[src/hdl/ser_pkg.sv]
// Package: shared types, register codes and defaults for the sonar echo ranger.
`default_nettype none

package ser_pkg;

  // Default build constants
  localparam int TIME_WIDTH_DEF       = 32;
  localparam int PULSE_HIGH_TICKS_DEF = 10;
  localparam int PULSE_LEAD_TICKS_DEF = 2;

  // Configuration register widths and reset values
  localparam int MAX_ECHO_W  = 20;
  localparam int MARGIN_W    = 16;
  localparam int SCALE_W     = 16;
  localparam int CFG_DATA_W  = 20;
  localparam int CFG_IDX_W   = 2;
  localparam int LIMIT_W     = MAX_ECHO_W + 1;

  localparam logic [MAX_ECHO_W-1:0] MAX_ECHO_RST = MAX_ECHO_W'(25000);
  localparam logic [MARGIN_W-1:0]   MARGIN_RST   = MARGIN_W'(1000);
  localparam logic [SCALE_W-1:0]    SCALE_RST    = SCALE_W'(11239);

  // Result field widths
  localparam int RANGE_W = 18;
  localparam int STAMP_W = 32;
  localparam int Q_SHIFT = 16;
  localparam logic [RANGE_W-1:0] RANGE_MAX = '1;

  typedef enum logic [CFG_IDX_W-1:0] {
    CFG_MAX_ECHO       = 2'd0,
    CFG_TIMEOUT_MARGIN = 2'd1,
    CFG_SCALE          = 2'd2
  } cfg_reg_t;

  typedef enum logic [1:0] {
    PH_IDLE      = 2'd0,
    PH_WAIT_RISE = 2'd1,
    PH_WAIT_FALL = 2'd2
  } phase_t;

  typedef struct packed {
    logic start_request;
    logic echo_level;
  } in_beat_t;

  typedef struct packed {
    logic               trigger_out;
    logic               start_accepted;
    logic               busy_res;
    logic               reading_new;
    logic               reading_valid;
    logic               range_infinite;
    logic [RANGE_W-1:0] range_mm;
    logic [STAMP_W-1:0] reading_stamp_us;
  } out_beat_t;

endpackage

`default_nettype wire

[src/hdl/ser_stream_if.sv]
// Interface: valid/ready stream channel with a typed payload.
`default_nettype none

interface ser_stream_if #(
  parameter type payload_t = logic
) ();
  logic     valid;
  logic     ready;
  payload_t data;

  modport source (output valid, output data, input ready);
  modport sink   (input valid, input data, output ready);
endinterface

`default_nettype wire

[src/hdl/sonar_echo_ranger.sv]
// Top level: ultrasonic time-of-flight ranging controller, one beat per microsecond tick.
// An accepted input beat's result is registered and appears in the output register in the next cycle.
// Throughput: one beat per cycle; a new beat is taken whenever the output register is
//   empty or is being drained in the same cycle, so the rate is set by out_beat.ready alone.
// The per-tick path is one subtract, a 20x16 multiply and a saturate, then the result register.
// Reset (rst_n low, synchronous) sets the registers to their defaults, the phase to idle,
//   the tick counter and timestamps to zero, and the held reading to invalid; no clearing pass.
`default_nettype none

module sonar_echo_ranger #(
  parameter int TIME_WIDTH       = ser_pkg::TIME_WIDTH_DEF,
  parameter int PULSE_HIGH_TICKS = ser_pkg::PULSE_HIGH_TICKS_DEF,
  parameter int PULSE_LEAD_TICKS = ser_pkg::PULSE_LEAD_TICKS_DEF
) (
  input  wire logic                          clk,
  input  wire logic                          rst_n,
  ser_stream_if.sink                         in_beat,
  ser_stream_if.source                       out_beat,
  input  wire logic                          cfg_we,
  input  wire logic [ser_pkg::CFG_IDX_W-1:0]  cfg_index,
  input  wire logic [ser_pkg::CFG_DATA_W-1:0] cfg_wdata
);
  import ser_pkg::*;

  // Pulse sequencer counts 1 .. LEAD+HIGH, zero means no pulse running.
  localparam int PULSE_LAST = PULSE_LEAD_TICKS + PULSE_HIGH_TICKS;
  localparam int PSW        = $clog2(PULSE_LAST + 1);
  // Width wide enough to compare elapsed time against limit = max + margin.
  localparam int DW         = (TIME_WIDTH > LIMIT_W) ? TIME_WIDTH : LIMIT_W;
  localparam int PROD_W     = MAX_ECHO_W + SCALE_W;
  localparam int MM_W       = PROD_W - Q_SHIFT;

  // Configuration registers
  logic [MAX_ECHO_W-1:0] max_echo_r;
  logic [MARGIN_W-1:0]   margin_r;
  logic [SCALE_W-1:0]    scale_r;

  // Tick state
  phase_t                phase_r, phase_nxt;
  logic [TIME_WIDTH-1:0] tick_r;
  logic [TIME_WIDTH-1:0] trig_time_r, trig_time_nxt;
  logic [TIME_WIDTH-1:0] rise_time_r, rise_time_nxt;
  logic                  echo_prev_r;
  logic [PSW-1:0]        pulse_r, pulse_nxt;
  logic [RANGE_W-1:0]    held_range_r, held_range_nxt;
  logic                  held_valid_r, held_valid_nxt;
  logic                  held_inf_r, held_inf_nxt;
  logic [STAMP_W-1:0]    held_stamp_r, held_stamp_nxt;

  // Output register
  logic                  out_valid_r;
  out_beat_t             out_data_r, out_data_nxt;

  logic                  accept;
  logic                  start, echo, rising, falling;
  logic                  rise_evt, fall_evt, start_ok, timeout;
  phase_t                phase_mid, phase_post;
  logic [TIME_WIDTH-1:0] dur, since;
  logic [DW-1:0]         dur_ext, since_ext, limit_ext, max_ext;
  logic [LIMIT_W-1:0]    limit;
  logic [PROD_W-1:0]     prod;
  logic [MM_W-1:0]       mm;
  logic [RANGE_W-1:0]    mm_sat;
  logic [PSW-1:0]        pulse_mid;
  logic                  trig;
  logic                  is_new;

  // Take a beat whenever the result register is free or draining this cycle.
  assign in_beat.ready  = !out_valid_r || out_beat.ready;
  assign accept         = in_beat.valid && in_beat.ready;
  assign out_beat.valid = out_valid_r;
  assign out_beat.data  = out_data_r;

  assign start   = in_beat.data.start_request;
  assign echo    = in_beat.data.echo_level;
  assign rising  = echo && !echo_prev_r;
  assign falling = !echo && echo_prev_r;

  // Edges are handled first, then the start request, then the timeout check.
  assign rise_evt = (phase_r == PH_WAIT_RISE) && rising;
  assign fall_evt = (phase_r == PH_WAIT_FALL) && falling;
  assign start_ok = start && (phase_mid == PH_IDLE);

  assign trig_time_nxt = start_ok ? tick_r : trig_time_r;
  assign rise_time_nxt = rise_evt ? tick_r : rise_time_r;

  // Elapsed time since trigger; zero on the tick a start is taken.
  assign since     = tick_r - trig_time_nxt;
  assign since_ext = DW'(since);
  assign limit     = LIMIT_W'(max_echo_r) + LIMIT_W'(margin_r);
  assign limit_ext = DW'(limit);
  assign timeout   = (phase_post != PH_IDLE) && (since_ext > limit_ext);

  // Echo duration to millimetres; the product only matters when dur fits max_echo.
  assign dur     = tick_r - rise_time_r;
  assign dur_ext = DW'(dur);
  assign max_ext = DW'(max_echo_r);
  assign prod    = PROD_W'(dur_ext[MAX_ECHO_W-1:0]) * PROD_W'(scale_r);
  assign mm      = prod[PROD_W-1:Q_SHIFT];
  assign mm_sat  = (mm > MM_W'(RANGE_MAX)) ? RANGE_MAX : mm[RANGE_W-1:0];

  // Next phase: edges, then start, then timeout.
  always_comb begin
    unique case (phase_r)
      PH_WAIT_RISE: phase_mid = rise_evt ? PH_WAIT_FALL : PH_WAIT_RISE;
      PH_WAIT_FALL: phase_mid = fall_evt ? PH_IDLE : PH_WAIT_FALL;
      default:      phase_mid = phase_r;
    endcase
    phase_post = start_ok ? PH_WAIT_RISE : phase_mid;
    phase_nxt  = timeout ? PH_IDLE : phase_post;
  end

  // Trigger pulse: low for the lead ticks, then high, then stop.
  always_comb begin
    pulse_mid = start_ok ? PSW'(1) : pulse_r;
    trig      = 1'b0;
    pulse_nxt = pulse_mid;
    if (pulse_mid != '0) begin
      trig      = (pulse_mid > PSW'(PULSE_LEAD_TICKS));
      pulse_nxt = (pulse_mid >= PSW'(PULSE_LAST)) ? '0 : pulse_mid + PSW'(1);
    end
  end

  // Held reading: a fall closes the measurement, a timeout overrides.
  always_comb begin
    held_valid_nxt = held_valid_r;
    held_inf_nxt   = held_inf_r;
    held_range_nxt = held_range_r;
    held_stamp_nxt = held_stamp_r;
    is_new         = 1'b0;
    if (fall_evt) begin
      is_new         = 1'b1;
      held_stamp_nxt = STAMP_W'(rise_time_r);
      if (dur == '0) begin
        held_valid_nxt = 1'b0;
        held_inf_nxt   = 1'b0;
        held_range_nxt = '0;
      end else if (dur_ext > max_ext) begin
        held_valid_nxt = 1'b1;
        held_inf_nxt   = 1'b1;
        held_range_nxt = '0;
      end else begin
        held_valid_nxt = 1'b1;
        held_inf_nxt   = 1'b0;
        held_range_nxt = mm_sat;
      end
    end
    if (timeout) begin
      is_new         = 1'b1;
      held_valid_nxt = 1'b1;
      held_inf_nxt   = 1'b1;
      held_range_nxt = '0;
      held_stamp_nxt = STAMP_W'(tick_r);
    end
  end

  always_comb begin
    out_data_nxt.trigger_out      = trig;
    out_data_nxt.start_accepted   = start_ok;
    out_data_nxt.busy_res         = (phase_nxt != PH_IDLE);
    out_data_nxt.reading_new      = is_new;
    out_data_nxt.reading_valid    = held_valid_nxt;
    out_data_nxt.range_infinite   = held_inf_nxt;
    out_data_nxt.range_mm         = held_range_nxt;
    out_data_nxt.reading_stamp_us = held_stamp_nxt;
  end

  // Configuration writes; indexes past the list are dropped.
  always_ff @(posedge clk) begin
    if (!rst_n) begin
      max_echo_r <= MAX_ECHO_RST;
      margin_r   <= MARGIN_RST;
      scale_r    <= SCALE_RST;
    end else if (cfg_we) begin
      unique case (cfg_index)
        CFG_MAX_ECHO:       max_echo_r <= cfg_wdata[MAX_ECHO_W-1:0];
        CFG_TIMEOUT_MARGIN: margin_r   <= cfg_wdata[MARGIN_W-1:0];
        CFG_SCALE:          scale_r    <= cfg_wdata[SCALE_W-1:0];
        default: ;
      endcase
    end
  end

  // Tick state advances only on an accepted beat.
  always_ff @(posedge clk) begin
    if (!rst_n) begin
      phase_r      <= PH_IDLE;
      tick_r       <= '0;
      trig_time_r  <= '0;
      rise_time_r  <= '0;
      echo_prev_r  <= 1'b0;
      pulse_r      <= '0;
      held_range_r <= '0;
      held_valid_r <= 1'b0;
      held_inf_r   <= 1'b0;
      held_stamp_r <= '0;
    end else if (accept) begin
      phase_r      <= phase_nxt;
      tick_r       <= tick_r + TIME_WIDTH'(1);
      trig_time_r  <= trig_time_nxt;
      rise_time_r  <= rise_time_nxt;
      echo_prev_r  <= echo;
      pulse_r      <= pulse_nxt;
      held_range_r <= held_range_nxt;
      held_valid_r <= held_valid_nxt;
      held_inf_r   <= held_inf_nxt;
      held_stamp_r <= held_stamp_nxt;
    end
  end

  // Result register: load on accept, clear valid when drained.
  always_ff @(posedge clk) begin
    if (!rst_n) begin
      out_valid_r <= 1'b0;
    end else if (accept) begin
      out_valid_r <= 1'b1;
    end else if (out_beat.ready) begin
      out_valid_r <= 1'b0;
    end
  end

  always_ff @(posedge clk) begin
    if (accept) begin
      out_data_r <= out_data_nxt;
    end
  end

endmodule

`default_nettype wire

[src/flat_wrapper.sv]
// flat-port wrapper written by rule: the top's interface ports become plain ports
module sonar_echo_ranger_flat import ser_pkg::*;
#(
  parameter int TIME_WIDTH       = ser_pkg::TIME_WIDTH_DEF,
  parameter int PULSE_HIGH_TICKS = ser_pkg::PULSE_HIGH_TICKS_DEF,
  parameter int PULSE_LEAD_TICKS = ser_pkg::PULSE_LEAD_TICKS_DEF
)
  (clk, rst_n, cfg_we, cfg_index, cfg_wdata, in_beat_valid, in_beat_data, in_beat_ready, out_beat_valid, out_beat_data, out_beat_ready);
  ser_stream_if #(.payload_t(in_beat_t)) in_beat_i ();
  ser_stream_if #(.payload_t(out_beat_t)) out_beat_i ();
  input  wire logic clk;
  input  wire logic rst_n;
  input  wire logic cfg_we;
  input  wire logic [ser_pkg::CFG_IDX_W-1:0] cfg_index;
  input  wire logic [ser_pkg::CFG_DATA_W-1:0] cfg_wdata;
  input wire logic [$bits(in_beat_i.valid)-1:0] in_beat_valid;
  input wire logic [$bits(in_beat_i.data)-1:0] in_beat_data;
  output wire logic [$bits(in_beat_i.ready)-1:0] in_beat_ready;
  output wire logic [$bits(out_beat_i.valid)-1:0] out_beat_valid;
  output wire logic [$bits(out_beat_i.data)-1:0] out_beat_data;
  input wire logic [$bits(out_beat_i.ready)-1:0] out_beat_ready;
  assign in_beat_i.valid = in_beat_valid;
  assign in_beat_i.data = in_beat_data;
  assign in_beat_ready = in_beat_i.ready;
  assign out_beat_valid = out_beat_i.valid;
  assign out_beat_data = out_beat_i.data;
  assign out_beat_i.ready = out_beat_ready;
  sonar_echo_ranger #(.TIME_WIDTH(TIME_WIDTH), .PULSE_HIGH_TICKS(PULSE_HIGH_TICKS), .PULSE_LEAD_TICKS(PULSE_LEAD_TICKS)) u_core (.clk(clk), .rst_n(rst_n), .in_beat(in_beat_i), .out_beat(out_beat_i), .cfg_we(cfg_we), .cfg_index(cfg_index), .cfg_wdata(cfg_wdata));
endmodule
[config.mk]
export PLATFORM = sky130hd
export DESIGN_NAME = sonar_echo_ranger_flat
export DESIGN_NICKNAME = d
export VERILOG_FILES = /design/src/hdl/ser_pkg.sv /design/src/hdl/ser_stream_if.sv /design/src/hdl/sonar_echo_ranger.sv /design/src/flat_wrapper.sv
export SDC_FILE = /design/constraint.sdc
export NUM_CORES = 2
export LEC_CHECK = 0
export BUFFER_PORTS_ARGS = -buffer_cell sky130_fd_sc_hd__buf_2
export CAP_MARGIN = 20
export CORE_UTILIZATION = 46
export CTS_CLUSTER_SIZE = 12
export DETAILED_ROUTE_END_ITERATION = 6
export HOLD_SLACK_MARGIN = 0.05
export REMOVE_ABC_BUFFERS = 1
export SYNTH_ARGS = -nofsm -noshare
export SYNTH_HDL_FRONTEND = slang
export SYNTH_SLANG_ARGS = --single-unit
[constraint.sdc]
create_clock -name clk -period 20.3 [get_ports clk]
set_clock_uncertainty 0.15 [all_clocks]
set_input_delay 4.06 -clock clk [delete_from_list [all_inputs] [get_ports clk]]
set_output_delay 4.06 -clock clk [all_outputs]
set_load 0.01 [all_outputs]
# Yosys cells after proc, flatten, opt, wreduce, memory -nomap -nowiden
# Index checks and enable logic that the tools add are counted.
[word_totals] ff_bits=264 in_bits=29 output_inout_bits=58 word_cells=85
[op_classes] add_sub_neg=5 mul=1 order_cmp=5 eq_ne=4 muxes=26 n_reduce_logical=22
[ops] operator="32-bit 2-to-1 mux" count=3
[ops] operator="18-bit 2-to-1 mux" count=5
[ops] operator="32-bit subtractor" count=2
[ops] operator="20-bit by 16-bit multiplier with 36-bit output" count=1
[ops] operator="32-bit by 1-bit adder with 32-bit output (second input constant)" count=1
[ops] operator="32-bit by 20-bit greater-than comparator with 1-bit output" count=1
[ops] operator="32-bit by 21-bit greater-than comparator with 1-bit output" count=1
[ops] operator="32-bit zero test" count=1
[ops] operator="20-bit by 16-bit adder with 21-bit output" count=1
[ops] operator="20-bit by 18-bit greater-than comparator with 1-bit output (second input constant)" count=1
[ops] operator="4-bit 2-to-1 mux" count=3
[ops] operator="1-bit 2-to-1 mux" count=10
[ops] operator="2-bit 2-to-1 mux" count=4
[ops] operator="2-bit AND reduction" count=4
[ops] operator="1-bit logical AND" count=7
[ops] operator="2-bit nonzero test" count=3
[ops] operator="4-bit by 1-bit adder with 4-bit output (second input constant)" count=1
[ops] operator="2-bit by 1-bit equality test with 1-bit output (second input constant)" count=2
[ops] operator="2-bit equality test (second input constant)" count=2
[ops] operator="4-bit >= comparator (second input constant)" count=1
[ops] operator="4-bit by 2-bit greater-than comparator with 1-bit output (second input constant)" count=1
[ops] operator="2-bit zero test" count=2
[ops] operator="2-bit case mux with 2 select lines" count=1
[ops] operator="4-bit nonzero test" count=1
[ops] operator="2 further kinds" count=4

# Depth between registers and ports, before layout
[logic_depth] ltp_word=13 mapped_depth=36 mapped_depth_nobuf=35

# Worst setup path before layout
# OpenSTA, ideal clock, no wires.
[synth_timing] path_type="input port to flip-flop" startpoint="input port in_beat_data[0]" endpoint="register u_core.held_range_r[10]" setup_ns=0.117 arrival_ns=9.994 required_time_ns=20.033 path_slack_ns=10.039 stages=29 n_path_buf=5 cell_sequence="a21oi_1 -> o21ai_0 -> a21boi_0 -> or3_1 -> clkbuf_1 -> inv_1 -> clkbuf_1 -> buf_1 -> mux2i_1 -> ha_1 -> a21oi_1 -> o22ai_1 -> or2_2 -> a21oi_1 -> o21ai_0 -> a21oi_1 -> xnor2_1 -> ha_1 -> nand3_1 -> or4_1 -> a21oi_1 -> nand2b_1 -> a21oi_1 -> a31o_2 -> a21oi_1 -> nor2b_1 -> clkbuf_1 -> clkbuf_1 -> o2bb2ai_1"
[synth_between] elab_chain_len=12 word_cells_on_any_way=18 classes_between="add/sub (1); order compare (1); mux (7); reduce/logical (9)"
[synth_lines] element="start: declaration" line_no="flat_wrapper.sv:17" text="input wire logic [$bits(in_beat_i.data)-1:0] in_beat_data;"
[synth_lines] element="1-bit zero test" line_no="sonar_echo_ranger.sv:77" text="assign falling = !echo && echo_prev_r;"
[synth_lines] element="1-bit logical AND" line_no="sonar_echo_ranger.sv:77"
[synth_lines] element="1-bit logical AND" line_no="sonar_echo_ranger.sv:81" text="assign fall_evt = (phase_r == PH_WAIT_FALL) && falling;"
[synth_lines] element="2-bit 2-to-1 mux" line_no="sonar_echo_ranger.sv:106" text="PH_WAIT_FALL: phase_mid = fall_evt ? PH_IDLE : PH_WAIT_FALL;"
[synth_lines] element="2-bit case mux with 2 select lines" line_no="sonar_echo_ranger.sv:104" text="unique case (phase_r)"
[synth_lines] element="2-bit zero test" line_no="sonar_echo_ranger.sv:82" text="assign start_ok = start && (phase_mid == PH_IDLE);"
[synth_lines] element="1-bit logical AND" line_no="sonar_echo_ranger.sv:82"
[synth_lines] element="32-bit 2-to-1 mux" line_no="sonar_echo_ranger.sv:84" text="assign trig_time_nxt = start_ok ? tick_r : trig_time_r;"
[synth_lines] element="32-bit subtractor" line_no="sonar_echo_ranger.sv:88" text="assign since = tick_r - trig_time_nxt;"
[synth_lines] element="32-bit by 21-bit greater-than comparator with 1-bit output" line_no="sonar_echo_ranger.sv:92" text="assign timeout = (phase_post != PH_IDLE) && (since_ext > limit_ext);"
[synth_lines] element="1-bit logical AND" line_no="sonar_echo_ranger.sv:92"
[synth_lines] element="18-bit 2-to-1 mux *" line_no="sonar_echo_ranger.sv:148" text="if (timeout) begin"
[synth_lines] element="end signal: assignment" line_no="sonar_echo_ranger.sv:204" text="held_range_r <= held_range_nxt;"
[synth_lines] element="end: declaration" line_no="sonar_echo_ranger.sv:45" text="logic [RANGE_W-1:0] held_range_r, held_range_nxt;"
# Every way passes the cells marked *; elsewhere a longest branch is shown, timed or not.
# A chain may end at the register's enable or synchronous reset.

# Worst setup path in the final report
# Same ends and word-level chain as after synthesis.

==> results.tsv <==
metric	value	unit
cts_max_level	1	
grt_util_met2	0.4309	
regArea	5846	sq um
vias	21760	
synthDominantCellAreaShare	0.1914	
drt_first_pass_iters	6	
max_freq	89.99	MHz
use_met3	0.03441	
start_kind	input port	
tightest_slew	1074	ps
critPathKind	in -> reg	
crit_slowest_cell	fa_1	
fin_crit	11110	ps
gp_congestion	0.8990	
final_common_cell	nand2_1	
finish.utilization	0.5031	
synth_ff_type	dfxtp_1	
critPathBufInv	6	
layout_common_cells	nand2_1, inv_1, fa_1	
required	20640	ps
routed_via_density	5.649	
die_h	241.4	um
critical-path-top-delay-family	compound AO/OA/AOI/OAI gates	
gr-total-overflow	0	
rsz0062_at_grt	no	
coreArea	56500	sq um
grt_use_met1	0.3335	
intPower	1.116	mW
cts_tree	done	
netSwitchingPower	0.6040	mW
finalMaxSlewViolations	0	
power_density	60.50	nW/um^2
cts_root_buffer	clkbuf_16	
clkSinkCount	264	
port_buffers	86	
max-slew-margin-rel	0.2788	
finalPower	1.720	mW
synth_area_leader_cell	fa_1	
hold_path.class	reg -> reg	
synthArstFlopShare	0	
worst_path_most_repeated_cell	a21oi_1	
dieArea	58250	sq um
syn_area	26350	sq um
power_frac_clock	0.331	
grt_pass1_wl	117900	um
avgSynthCellArea	8.540	sq um
synth.ff_latch_count	264	
areaGrowthSynthToFinish	7.843	%
cpPeakStageDelay	530	ps
hold_viol	0	
p_leak	13.20	nW
worstSetupEndpointType	flop	
clk_pin_slew	60	ps
synth_edf_count	56	
dp_hpwl	53110	um
grt.busiest_layer	met2	
ir_drop	59.63	uV
ys_seq_area_frac	0.2218	
antenna_cells	0	
switching_share	0.3513	
layout-drive-gt1-share	0.07687	
first_global_vias	22220	
cts_resized	0	
drt_wl_total	72640	um
cts_made_buffers	31	
fillers	5349	
synthTopCellsByArea	fa_1, dfxtp_1, ha_1	
grt_use_total	0.2552	
postCtsSetupRepairBufs	0	
maxCapViolCount	0	
period_share	0.5474	
final-setup-viol-count	0	
route.detailed.drc	0	
avgRoutedWirePerCell	18.86	um
setup_tns	0	ps
grt_antenna_before_repair	1	
cts_buffer_depth	3	
clock_latency	610	ps
yosysWarningCount	0	
combinationalPowerShare	0.329	
synth.distinct_cells	78	
synth_cells	3086	
nNetsFinal	3582	
row_count	87	
seqPwrFrac	0.339	
status	complete, no violations	
drt_iter0_drc	1313	
multi_input_area	18550	sq um
grt_max_degree	99	
cp_data_arrival_time	11450	ps
cts_hold_buf	0	
chipWidth	241.4	um
postRouteAntennaNets	0	
io_pins	87	
start_util	0.4665	
cp_max_fo	58	
[stage by stage]
step | hold WS, ps | worst slack (ps) | instances | instance area [sq um]
after detailed placement | 296.5 | 8643 | 3795 | 27400
after global routing | 329.7 | 8688 | 3852 | 28420
after floorplan | 282.2 | 7801 | 2915 | 25690
after CTS | 314.6 | 9271 | 3852 | 28420
after global placement | 294.4 | 8758 | 3795 | 27400
final | 311.5 | 9187 | 3852 | 28420
[final timing paths]
kind                            slack, ps  cells past startpoint                        to                     from
worst max register to register       9570                     33  u_core.out_beat.data[35]         u_core.tick_r[0]
worst min-delay path                  310                      1   u_core.held_range_r[11]  u_core.held_range_r[11]
worst min register to register        310                      1   u_core.held_range_r[11]  u_core.held_range_r[11]
worst max-delay path                 9190                     31   u_core.held_range_r[10]          in_beat_data[0]
[routing by layer]
| layer | part of all wire | vias up |
|---|---|---|
| met4 | 0.030 | 2 |
| met3 | 0.048 | 126 |
| met1 | 0.45 | 10910 |
| met5 | 0.00021 | - |
| met2 | 0.48 | 490 |
| li1 | - | 10240 |
[registers in the layout (all words and copies together), names as in the netlist]
signal and cells:
u_core.scale_r 16, u_core.held_inf_r 1, u_core.echo_prev_r 1, u_core.held_valid_r 1, u_core.trig_time_r 32, u_core.held_stamp_r 32
u_core.held_range_r 18, u_core.max_echo_r 20, u_core.pulse_r 4, u_core.tick_r 32, u_core.out_beat.data 56, u_core.rise_time_r 32
u_core.out_beat.valid 1, u_core.margin_r 16, u_core.phase_r 2
[synthesized netlist by cell type, types with 16 or more instances]
master / count
ha_1: 229
o211ai_1: 18
a21boi_0: 76
a31oi_1: 36
nor3_1: 20
nand3_1: 62
and3_1: 20
o21ai_0: 90
mux2i_1: 34
fa_1: 252
a211oi_1: 17
clkbuf_1: 158
xnor2_1: 80
nand4_1: 30
and2_1: 172
o211a_1: 31
o21a_1: 16
edfxtp_1: 56
a21o_1: 43
nor2_1: 116
a21oi_1: 121
o22a_1: 32
inv_1: 357
nand2b_1: 23
nor2b_1: 31
dfxtp_1: 208
xor2_1: 31
nand2_1: 537
o221a_2: 31
o2bb2ai_1: 19
[layout make-up]
cell class	instances	share of cell area
inverters	357	0.04724
repair buffers	124	0.02527
clock buffers	42	0.03055
well taps	756	0.03328
clock inverters	15	0.005415
flip-flops and latches	264	0.2057
multi-input cells	2294	0.6526
[cells by family after synthesis]
logic type / after synthesis / synth area share
fa+ha+maj: 481 / 0.3001
compound gates: 598 / 0.1603
xor+xnor: 112 / 0.03751
flops: 264 / 0.2218
buf+inv: 528 / 0.07587
simple gates: 1068 / 0.1910
mux: 35 / 0.01334
[power groups by stage]
stage / logic (mW) / registers, mW / clock network, mW
floorplan: 0.411 / 0.592 / 0
global placement: 0.558 / 0.594 / 0
global route: 0.650 / 0.586 / 0.601
finish: 0.566 / 0.584 / 0.570
CTS: 0.575 / 0.583 / 0.582
detailed placement: 0.570 / 0.594 / 0
Power figures use the tool's default switching activity.
